===== src/hw/rtl/rsi_pkg.sv =====
// shared types, widths and codes of the relative strength index block
`default_nettype none

package rsi_pkg;

	// field and arithmetic widths
	localparam int PRICE_W   = 32;
	localparam int PCT_W     = 7;
	localparam int FRAC_W    = 16;
	localparam int DIFF100_W = PRICE_W + PCT_W;
	localparam int TERM_W    = DIFF100_W + FRAC_W;
	localparam int INDEX_W   = 23;
	localparam int STATUS_W  = 2;
	localparam int WL_W      = 4;

	// register port
	localparam int ADDR_W = 3;
	localparam int DATA_W = 32;
	localparam logic [ADDR_W-3:0] REG_WINDOW_LENGTH = '0;

	// constants of the index arithmetic
	localparam logic [WL_W-1:0]    WL_RESET   = 4'd14;
	localparam logic [WL_W-1:0]    WL_MIN     = 4'd2;
	localparam logic [PCT_W-1:0]   PERCENT    = 7'd100;
	localparam logic [INDEX_W-1:0] FULL_SCALE = 23'd6553600;

	// result status codes
	typedef enum logic [STATUS_W-1:0] {
		ST_FEW   = 2'd0,
		ST_VALID = 2'd1,
		ST_FLAT  = 2'd2
	} status_t;

	// sequencer states
	typedef enum logic [2:0] {
		S_IDLE,
		S_CHECK,
		S_TERM,
		S_TDIV,
		S_FIN,
		S_FDIV,
		S_EMIT
	} state_t;

	// price history commands
	typedef struct packed {
		logic push;
		logic load;
		logic advance;
	} hist_cmd_t;

	// divider command and status
	typedef struct packed {
		logic start;
		logic final_pass;
	} div_cmd_t;

	typedef struct packed {
		logic busy;
		logic done;
	} div_stat_t;

endpackage

`default_nettype wire


===== src/hw/rtl/rsi_if.sv =====
// valid/ready channel interfaces for prices and index results
`default_nettype none

interface rsi_in_if;
	logic                        valid;
	logic                        ready;
	logic [rsi_pkg::PRICE_W-1:0] close_price;

	modport source (output valid, output close_price, input ready);
	modport sink (input valid, input close_price, output ready);
endinterface

interface rsi_out_if;
	logic                         valid;
	logic                         ready;
	logic [rsi_pkg::INDEX_W-1:0]  index_value;
	logic [rsi_pkg::STATUS_W-1:0] result_status;

	modport source (output valid, output index_value, output result_status, input ready);
	modport sink (input valid, input index_value, input result_status, output ready);
endinterface

`default_nettype wire


===== src/hw/rtl/relative_strength_index_top.sv =====
// Relative strength index over the newest window_length closing prices. One
// price is taken per transaction and one result comes back for each. The
// block works on one price at a time: price_ch.ready is low from acceptance
// until the result has been handed to the output register. Each pair of
// consecutive prices takes one percent-change division plus setup and
// accumulate, and the final ratio one more division, all on the
// one-bit-per-cycle restoring divider that every division shares. A price
// with no price movement skips the final ratio, and one that leaves too few
// samples skips every division. A result still waiting in the output
// register holds the block in its emit state until the register frees.
// window_length sits at byte address 0 and should only be written while no
// price is in flight.
`default_nettype none

module relative_strength_index_top #(
	parameter int WINDOW_DEPTH = 14
) (
	input  logic                       clk,
	input  logic                       arst_n,
	rsi_in_if.sink                     price_ch,
	rsi_out_if.source                  result_ch,
	input  logic                       psel,
	input  logic                       penable,
	input  logic                       pwrite,
	input  logic [rsi_pkg::ADDR_W-1:0] paddr,
	input  logic [rsi_pkg::DATA_W-1:0] pwdata,
	output logic [rsi_pkg::DATA_W-1:0] prdata,
	output logic                       pready
);
	import rsi_pkg::*;

	localparam int CNT_W = $clog2(WINDOW_DEPTH + 1);
	localparam int SUM_W = TERM_W + $clog2(WINDOW_DEPTH);
	localparam int NUM_W = SUM_W + PCT_W + FRAC_W;

	state_t               state_q, state_d;
	logic [WL_W-1:0]      wl_q;
	logic [WL_W-1:0]      pairs_q;
	logic [SUM_W-1:0]     gain_q, loss_q;
	logic [INDEX_W-1:0]   res_index_q, out_index_q;
	status_t              res_status_q, out_status_q;
	logic                 out_valid_q;

	hist_cmd_t            hist_cmd;
	div_cmd_t             div_cmd;
	div_stat_t            div_stat;
	logic [NUM_W-1:0]     div_num;
	logic [SUM_W-1:0]     div_den;
	logic [TERM_W-1:0]    quo;
	logic [PRICE_W-1:0]   cur, prev, diff;
	logic [CNT_W-1:0]     held;
	logic [WL_W-1:0]      n_eff;
	logic                 few;
	logic [DIFF100_W-1:0] diff100;
	logic [SUM_W+PCT_W-1:0] gain100;
	logic                 slot_free;
	logic                 cfg_write;

	rsi_hist #(
		.DEPTH (WINDOW_DEPTH)
	) u_hist (
		.clk    (clk),
		.arst_n (arst_n),
		.cmd    (hist_cmd),
		.price  (price_ch.close_price),
		.cur    (cur),
		.prev   (prev),
		.held   (held)
	);

	rsi_div #(
		.NUM_W (NUM_W),
		.DEN_W (SUM_W),
		.QUO_W (TERM_W)
	) u_div (
		.clk    (clk),
		.arst_n (arst_n),
		.cmd    (div_cmd),
		.num    (div_num),
		.den    (div_den),
		.stat   (div_stat),
		.quo    (quo)
	);

	// window size and fill check
	always_comb begin
		n_eff = (wl_q < WL_MIN) ? WL_MIN : wl_q;
		few   = (32'(n_eff) > 32'(WINDOW_DEPTH)) || (32'(held) < 32'(n_eff));
	end

	// divider operands: percent change of one pair, or the final ratio
	always_comb begin
		diff    = (cur >= prev) ? (cur - prev) : (prev - cur);
		diff100 = DIFF100_W'(diff) * DIFF100_W'(PERCENT);
		gain100 = (SUM_W+PCT_W)'(gain_q) * (SUM_W+PCT_W)'(PERCENT);
		if (state_q == S_FIN) begin
			div_num = {gain100, {FRAC_W{1'b0}}};
			div_den = gain_q + loss_q;
		end else begin
			div_num = {diff100, {(NUM_W-DIFF100_W){1'b0}}};
			div_den = SUM_W'(prev);
		end
	end

	assign slot_free = !out_valid_q || result_ch.ready;

	// sequencer next state and commands
	always_comb begin
		state_d        = state_q;
		hist_cmd       = '0;
		div_cmd        = '0;
		price_ch.ready = (state_q == S_IDLE);
		unique case (state_q)
			S_IDLE: begin
				if (price_ch.valid) begin
					hist_cmd.push = 1'b1;
					state_d       = S_CHECK;
				end
			end
			S_CHECK: begin
				if (few) begin
					state_d = S_EMIT;
				end else begin
					hist_cmd.load = 1'b1;
					state_d       = S_TERM;
				end
			end
			S_TERM: begin
				div_cmd.start = 1'b1;
				state_d       = S_TDIV;
			end
			S_TDIV: begin
				if (div_stat.done) begin
					hist_cmd.advance = 1'b1;
					state_d          = (pairs_q == WL_W'(1)) ? S_FIN : S_TERM;
				end
			end
			S_FIN: begin
				if (gain_q == '0 && loss_q == '0) begin
					state_d = S_EMIT;
				end else begin
					div_cmd.start      = 1'b1;
					div_cmd.final_pass = 1'b1;
					state_d            = S_FDIV;
				end
			end
			S_FDIV: begin
				if (div_stat.done) begin
					state_d = S_EMIT;
				end
			end
			S_EMIT: begin
				if (slot_free) begin
					state_d = S_IDLE;
				end
			end
			default: begin
				state_d = S_IDLE;
			end
		endcase
	end

	// state register
	always_ff @(posedge clk or negedge arst_n) begin
		if (!arst_n) begin
			state_q <= S_IDLE;
		end else begin
			state_q <= state_d;
		end
	end

	// gain and loss sums, pair count and pending result
	always_ff @(posedge clk) begin
		unique case (state_q)
			S_CHECK: begin
				pairs_q <= n_eff - WL_W'(1);
				gain_q  <= '0;
				loss_q  <= '0;
				if (few) begin
					res_index_q  <= '0;
					res_status_q <= ST_FEW;
				end
			end
			S_TDIV: begin
				if (div_stat.done) begin
					pairs_q <= pairs_q - WL_W'(1);
					if (cur > prev) begin
						gain_q <= gain_q + SUM_W'(quo);
					end else begin
						loss_q <= loss_q + SUM_W'(quo);
					end
				end
			end
			S_FIN: begin
				if (gain_q == '0 && loss_q == '0) begin
					res_index_q  <= '0;
					res_status_q <= ST_FLAT;
				end
			end
			S_FDIV: begin
				if (div_stat.done) begin
					res_index_q  <= quo[INDEX_W-1:0];
					res_status_q <= ST_VALID;
				end
			end
			S_EMIT: begin
				if (slot_free) begin
					out_index_q  <= res_index_q;
					out_status_q <= res_status_q;
				end
			end
			default: begin
			end
		endcase
	end

	// output register valid
	always_ff @(posedge clk or negedge arst_n) begin
		if (!arst_n) begin
			out_valid_q <= 1'b0;
		end else if (state_q == S_EMIT && slot_free) begin
			out_valid_q <= 1'b1;
		end else if (result_ch.ready) begin
			out_valid_q <= 1'b0;
		end
	end

	assign result_ch.valid         = out_valid_q;
	assign result_ch.index_value   = out_index_q;
	assign result_ch.result_status = out_status_q;

	// register port
	assign cfg_write = psel && penable && pwrite && pready;
	assign pready    = 1'b1;
	assign prdata    = (paddr[ADDR_W-1:2] == REG_WINDOW_LENGTH) ? DATA_W'(wl_q) : '0;

	always_ff @(posedge clk or negedge arst_n) begin
		if (!arst_n) begin
			wl_q <= WL_RESET;
		end else if (cfg_write && paddr[ADDR_W-1:2] == REG_WINDOW_LENGTH) begin
			wl_q <= pwdata[WL_W-1:0];
		end
	end

`ifndef ASSERT_OFF
	// only a valid index carries a nonzero value
	a_zero_unless_valid: assert property (@(posedge clk) disable iff (!arst_n)
		(result_ch.valid && result_ch.result_status != ST_VALID)
			|-> result_ch.index_value == '0)
		else $error("index nonzero on a result that is not valid");

	// a valid index never exceeds one hundred
	a_full_scale: assert property (@(posedge clk) disable iff (!arst_n)
		(result_ch.valid && result_ch.result_status == ST_VALID)
			|-> result_ch.index_value <= FULL_SCALE)
		else $error("index above full scale");

	// waiting on the divider only while it runs or reports
	a_div_active: assert property (@(posedge clk) disable iff (!arst_n)
		(state_q == S_TDIV || state_q == S_FDIV) |-> (div_stat.busy || div_stat.done))
		else $error("sequencer waits on an idle divider");

	// a pair is always left while a term divides
	a_pairs_left: assert property (@(posedge clk) disable iff (!arst_n)
		(state_q == S_TDIV) |-> pairs_q != '0)
		else $error("pair count exhausted during a term");

	// one price at a time
	a_one_in_flight: assert property (@(posedge clk) disable iff (!arst_n)
		(price_ch.valid && price_ch.ready) |=> !price_ch.ready)
		else $error("second price taken while one is in flight");
`endif

endmodule

`default_nettype wire


===== src/hw/rtl/rsi_hist.sv =====
// price history shift line, sample count and working copy for the pair walk
`default_nettype none

module rsi_hist #(
	parameter int DEPTH = 14,
	localparam int CNT_W = $clog2(DEPTH + 1)
) (
	input  logic                        clk,
	input  logic                        arst_n,
	input  rsi_pkg::hist_cmd_t          cmd,
	input  logic [rsi_pkg::PRICE_W-1:0] price,
	output logic [rsi_pkg::PRICE_W-1:0] cur,
	output logic [rsi_pkg::PRICE_W-1:0] prev,
	output logic [CNT_W-1:0]            held
);
	import rsi_pkg::*;

	logic [PRICE_W-1:0] prices_q [DEPTH];
	logic [PRICE_W-1:0] work_q [DEPTH];
	logic [CNT_W-1:0]   held_q;

	// newest price enters at the head, zero kept out of the divisors
	always_ff @(posedge clk) begin
		if (cmd.push) begin
			prices_q[0] <= (price == '0) ? PRICE_W'(1) : price;
			for (int k = 1; k < DEPTH; k++) begin
				prices_q[k] <= prices_q[k-1];
			end
		end
	end

	// working copy walks toward the head one pair per term
	always_ff @(posedge clk) begin
		if (cmd.load) begin
			work_q <= prices_q;
		end else if (cmd.advance) begin
			for (int k = 0; k < DEPTH - 1; k++) begin
				work_q[k] <= work_q[k+1];
			end
		end
	end

	// saturating count of held prices
	always_ff @(posedge clk or negedge arst_n) begin
		if (!arst_n) begin
			held_q <= '0;
		end else if (cmd.push && held_q != CNT_W'(DEPTH)) begin
			held_q <= held_q + CNT_W'(1);
		end
	end

	assign cur  = work_q[0];
	assign prev = work_q[1];
	assign held = held_q;

endmodule

`default_nettype wire


===== src/hw/rtl/rsi_div.sv =====
// shared restoring divider, one quotient bit per cycle
`default_nettype none

module rsi_div #(
	parameter int NUM_W = 82,
	parameter int DEN_W = 59,
	parameter int QUO_W = 55
) (
	input  logic                clk,
	input  logic                arst_n,
	input  rsi_pkg::div_cmd_t   cmd,
	input  logic [NUM_W-1:0]    num,
	input  logic [DEN_W-1:0]    den,
	output rsi_pkg::div_stat_t  stat,
	output logic [QUO_W-1:0]    quo
);
	import rsi_pkg::*;

	localparam int CNT_W = $clog2(NUM_W + 1);

	logic [NUM_W-1:0] num_q;
	logic [DEN_W-1:0] den_q;
	logic [DEN_W-1:0] rem_q;
	logic [QUO_W-1:0] quo_q;
	logic [CNT_W-1:0] cnt_q;
	logic             done_q;
	logic [CNT_W-1:0] steps;
	logic [DEN_W:0]   trial;
	logic             fits;
	logic [DEN_W-1:0] rem_next;

	// a term runs over its own bits, the final ratio over the whole numerator
	assign steps = cmd.final_pass ? CNT_W'(NUM_W) : CNT_W'(QUO_W);

	// one trial subtract per cycle
	always_comb begin
		trial    = {rem_q, num_q[NUM_W-1]};
		fits     = trial >= {1'b0, den_q};
		rem_next = fits ? DEN_W'(trial - {1'b0, den_q}) : trial[DEN_W-1:0];
	end

	// step counter and completion flag
	always_ff @(posedge clk or negedge arst_n) begin
		if (!arst_n) begin
			cnt_q  <= '0;
			done_q <= 1'b0;
		end else begin
			done_q <= 1'b0;
			if (cmd.start) begin
				cnt_q <= steps;
			end else if (cnt_q != '0) begin
				cnt_q <= cnt_q - CNT_W'(1);
				if (cnt_q == CNT_W'(1)) begin
					done_q <= 1'b1;
				end
			end
		end
	end

	// operand load and shift
	always_ff @(posedge clk) begin
		if (cmd.start) begin
			num_q <= num;
			den_q <= den;
			rem_q <= '0;
			quo_q <= '0;
		end else if (cnt_q != '0) begin
			num_q <= {num_q[NUM_W-2:0], 1'b0};
			rem_q <= rem_next;
			quo_q <= {quo_q[QUO_W-2:0], fits};
		end
	end

	assign stat.busy = (cnt_q != '0);
	assign stat.done = done_q;
	assign quo       = quo_q;

endmodule

`default_nettype wire

===== src/flat_wrapper.sv =====
// flat-port wrapper written by rule: the top's interface ports become plain ports
module relative_strength_index_top_flat import rsi_pkg::*;
#(
	parameter int WINDOW_DEPTH = 14
)
  (clk, arst_n, psel, penable, pwrite, paddr, pwdata, prdata, pready, price_ch_valid, price_ch_close_price, price_ch_ready, result_ch_valid, result_ch_index_value, result_ch_result_status, result_ch_ready);
  rsi_in_if price_ch_i ();
  rsi_out_if result_ch_i ();
  input  logic clk;
  input  logic arst_n;
  input  logic psel;
  input  logic penable;
  input  logic pwrite;
  input  logic [rsi_pkg::ADDR_W-1:0] paddr;
  input  logic [rsi_pkg::DATA_W-1:0] pwdata;
  output logic [rsi_pkg::DATA_W-1:0] prdata;
  output logic pready;
  input wire logic [$bits(price_ch_i.valid)-1:0] price_ch_valid;
  input wire logic [$bits(price_ch_i.close_price)-1:0] price_ch_close_price;
  output wire logic [$bits(price_ch_i.ready)-1:0] price_ch_ready;
  output wire logic [$bits(result_ch_i.valid)-1:0] result_ch_valid;
  output wire logic [$bits(result_ch_i.index_value)-1:0] result_ch_index_value;
  output wire logic [$bits(result_ch_i.result_status)-1:0] result_ch_result_status;
  input wire logic [$bits(result_ch_i.ready)-1:0] result_ch_ready;
  assign price_ch_i.valid = price_ch_valid;
  assign price_ch_i.close_price = price_ch_close_price;
  assign price_ch_ready = price_ch_i.ready;
  assign result_ch_valid = result_ch_i.valid;
  assign result_ch_index_value = result_ch_i.index_value;
  assign result_ch_result_status = result_ch_i.result_status;
  assign result_ch_i.ready = result_ch_ready;
  relative_strength_index_top #(.WINDOW_DEPTH(WINDOW_DEPTH)) u_core (.clk(clk), .arst_n(arst_n), .price_ch(price_ch_i), .result_ch(result_ch_i), .psel(psel), .penable(penable), .pwrite(pwrite), .paddr(paddr), .pwdata(pwdata), .prdata(prdata), .pready(pready));
endmodule

===== config.mk =====
export PLATFORM = sky130hd
export DESIGN_NAME = relative_strength_index_top_flat
export DESIGN_NICKNAME = d
export VERILOG_FILES = /design/src/hw/rtl/rsi_pkg.sv /design/src/hw/rtl/rsi_if.sv /design/src/hw/rtl/relative_strength_index_top.sv /design/src/hw/rtl/rsi_hist.sv /design/src/hw/rtl/rsi_div.sv /design/src/flat_wrapper.sv
export SDC_FILE = /design/constraint.sdc
export NUM_CORES = 2
export LEC_CHECK = 0
export BUFFER_PORTS_ARGS = -buffer_cell sky130_fd_sc_hd__buf_2
export CAP_MARGIN = 20
export CORE_MARGIN = 2
export CORE_UTILIZATION = 45
export CTS_BUF_LIST = sky130_fd_sc_hd__clkbuf_8 sky130_fd_sc_hd__clkbuf_16
export DETAILED_ROUTE_END_ITERATION = 10
export GPL_ROUTABILITY_DRIVEN = 0
export HOLD_SLACK_MARGIN = 0.08
export MAX_ROUTING_LAYER = met4
export SLEW_MARGIN = 10
export SYNTH_ARGS = -nofsm -noshare
export SYNTH_HDL_FRONTEND = slang
export SYNTH_SLANG_ARGS = --single-unit

===== constraint.sdc =====
create_clock -name clk -period 19.9 [get_ports clk]
set_clock_uncertainty 0.15 [all_clocks]
set_input_delay 0.995 -clock clk [delete_from_list [all_inputs] [get_ports clk]]
set_output_delay 0.995 -clock clk [all_outputs]
set_load 0.005 [all_outputs]

==> summary.md <==
| Metric | Value |
|---|---|
| HP Class | in2reg |
| Worst setup SP type | register |
| R2R cell count | 26 |
| Dominant synthesized flop cell | edfxtp_1 |
| Congestion Overflow GR | 0 |
| CP endpoint kind | register |
| CTS root buffer | clkbuf_16 |
| Core Footprint | around 170000 sq um |
| Total of max-cap violations | 0 |
| Yosys cell types | 105 |
| Clock Latency Late Sink | 0.80 ns |
| Chip Width | 418 um |
| Average cell area after synthesis | 11.1 sq um |
| Worst EP arrival | 8.48 ns |
| Fin area | around 84000 sq um |
| Area delta synth->final | 8.89% |
| Worst vdd ir | 113 uV |
| Largest net degree at the start of global routing | 150 |
| Initial antenna violation count | 4 |
| Port Buffers | 74 |
| Initial DRT Pass Iterations | 6 |
| Layout Cells excl Fill | 9244 |
| Status | finished clean |
| Synthesized area | 77100 sq um |
| Total track usage | 21.7% |
| Min cycle time layout | slightly above 8 ns |
| Final core utilization | just under 50% |
| Async S/R FF share, synth | 1.51% |
| DP Area | 79200 sq um |
| CTS tree | done |
| First-pass GRT wire length | around 290000 um |
| Setup TNS | 0 ns |
| Row cnt | 151 |
| Worst-path clk slew | 0.06 ns |
| Dpl hpwl | 133000 um |
| Power Density | 136 nW/um^2 |
| WL final | 186000 um |
| Clock sink total | 1325 |
| Num CTS Buffers | 144 |
| RSZ-0062 raised after global routing | false |
| Inst Count DP | 8976 |
| Clk buf depth | 3 |
| Pins Over Slew Limit | 0 |
| Via Count | 52300 |
| Synth area leaders | edfxtp_1 (46%), ha_1 (10%), mux2_2 (5.8%) |
| Pleak | 33.0 nW |
| Final cycle utilization of the critical path | 41.0% |
| Yosys top cell by area | edfxtp_1 |
| Layout Nets | 7679 |
| Post-synthesis instance total | between 6000 and 7000 |
| DIE HEIGHT | 418 um |
| Hold Fails Final Rpt | 0 |
| Max FO, Critical Path | 48 |
| Yosys top cell area share | 46.4% |
| Detailed Route Iter0 Violations | about 4800 |
| Die ar. | roughly 170000 sq um |
| YS warnings | 0 |
| Hold Path Depth | 1 |
| Total Power | 11.4 mW |
| DRT antenna net count | 0 |
| CP required | 20.23 ns |
| Fraction of layout instances using a drive strength above 1 | 11.2% |
| Per-cell routed wire length | between 20 and 25 um |
| Initial cell density of the core | 45.4% |
| Seq/Total Area, Yosys | 50.0% |
| Final setup violating endpoints | 0 |
| Residual DRC count | 0 |
| Crit Path Category | reg2reg |
| Vias in the first global route | 50400 |
| EDFF count, synth | around 1200 |
| Post-CTS Setup Repair Bufs | 0 |
| Io pins | 134 |
| Rel. slew slack | 30.6% |
| Via density | 5.66 |
| H-tree depth | 4 |
| Worst slew pin tran | 1.04 ns |
| #FFs+latches synth | ~1300 |
| Fmax | 123 MHz |
==> path summary, 6_finish.rpt <==
check | startpoint | endpoint | slack (ns)
setup / recovery | u_core.u_hist.prev[19] | u_core.u_div.num_q[80] | 11.75
setup reg to reg | u_core.u_hist.prev[19] | u_core.u_div.num_q[80] | 11.75
max in group asynchronous | arst_n | u_core.wl_q[1] | 18.64
hold reg to reg | u_core.u_hist.prices_q[26] | u_core.u_hist.work_q[26] | 0.27
hold / removal | price_ch_close_price[7] | u_core.u_hist.prices_q[423] | 0.24
min in group asynchronous | arst_n | u_core.wl_q[0] | 0.59
==> stage by stage <==
step	hold WS, ns	setup slack, ns
final	0.242	11.75
after detailed placement	0.255	11.89
after CTS	0.169	11.80
after floorplan	0.250	7.48
after global routing	0.192	11.21
after global placement	0.254	11.84
==> state kept, by name, summed over array words and instances, names as in the netlist, 32 cells and up <==
signal,count
u_core.u_hist.prices_q,448
u_core.u_hist.work_q,384
u_core.gain_q,59
u_core.u_div.den_q,59
u_core.loss_q,59
u_core.u_div.quo,55
u_core.u_div.rem_q,59
u_core.u_hist.cur,32
u_core.u_hist.prev,32
u_core.u_div.num_q,64
==> worst max-delay path, stage by stage (launching register included) <==
cell      delay (ns)
edfxtp_1        0.44
inv_1           0.08
ha_1            0.47
and3_1          0.33
nand3_1         0.18
nor4b_2         0.37
nand3_1         0.36
nand2_4         0.63
mux2i_1         0.44
o21ai_0         0.13
a21oi_1         0.18
xnor2_1         0.23
ha_1            0.30
ha_1            0.29
ha_1            0.32
xor2_1          0.17
ha_1            0.32
inv_1           0.13
nor2_1          0.07
or4_1           0.51
a311o_1         0.35
a21o_1          0.23
a211oi_1        0.38
o31ai_1         0.17
a21oi_1         0.20
xor2_1          0.26
a221oi_1        0.12
==> cells in the final DEF, fill, tap and decap left out, types with 144 or more instances in the layout <==
master	netlist	routed
a21oi_1	560	558
xnor2_1	168	168
mux2_2	394	394
clkbuf_16	0	144
edfxtp_1	1191	1191
nand2_1	524	521
a21o_1	187	186
ha_1	614	614
o21ai_0	428	428
xor2_1	166	166
nor2_1	389	385
inv_1	609	641
==> power by group <==
part | switching, mW | internal (mW) | total (mW)
Combinational | 3.15 | 1.90 | 5.05
Sequential | 0.215 | 3.53 | 3.75
Clock | 1.17 | 1.44 | 2.61
Total | 4.53 | 6.87 | 11.4
==> cells by family after synthesis <==
logic type / share of synthesized area, %
AOI/OAI and AO/OA: 13.5
xor gates and xnor gates: 3.84
adders and majority gates: 12.2
buffers and inverters: 5.01
DFF: 50.0
muxes: 6.08
other: 0.00974
and+or+nand+nor: 9.35
==> layout make-up <==
type	count	area [sq um]
antenna	5	12.5
multi-input combinational	4704	34900
timing repair buffer	121	758
clock buffer	146	3630
clock inverter	115	1050
inverter	610	2300
fill	15200	85900
sequential	1325	38600
tap	2218	2780
==> synth_stat cells, types with 38 or more instances <==
master / instances
nand2b_1: 43
nor4_1: 42
nand4_1: 96
o21bai_1: 63
fa_1: 85
o21a_1: 51
and3_1: 42
a21oi_1: 560
nor2_1: 389
nor3_1: 94
edfxtp_1: 1191
inv_1: 609
a211oi_1: 38
nor2b_1: 46
nand3_1: 136
clkbuf_1: 226
dfxtp_1: 114
o21ai_0: 428
and2_1: 53
a21o_1: 187
a31oi_1: 58
xnor2_1: 168
ha_1: 614
buf_2: 65
xor2_1: 166
nand2_1: 524
mux2_2: 394
==> metal layers <==
| metal | share of wire (%) | track usage [%] | routed length, um | vias to the layer above |
|---|---|---|---|---|
| li1 | - | - | - | 25100 |
| met1 | 47 | 30.3 | 87900 | 25600 |
| met2 | 45 | 33.0 | 84100 | 1323 |
| met3 | 4.5 | 2.56 | 8360 | 302 |
| met4 | 3.3 | 7.07 | 6110 | 0 |
| met5 | 0 | - | 0 | - |
==> what timing repair did <==
item | 4_1_cts | 5_1_grt
endpoints found under the hold margin | 17 | 0
hold buffers | 1 | 0
endpoints found under the setup margin | 0 | 0
gates resized for setup | 0 | 0
No activity file was read; power rests on OpenSTA's default activity.
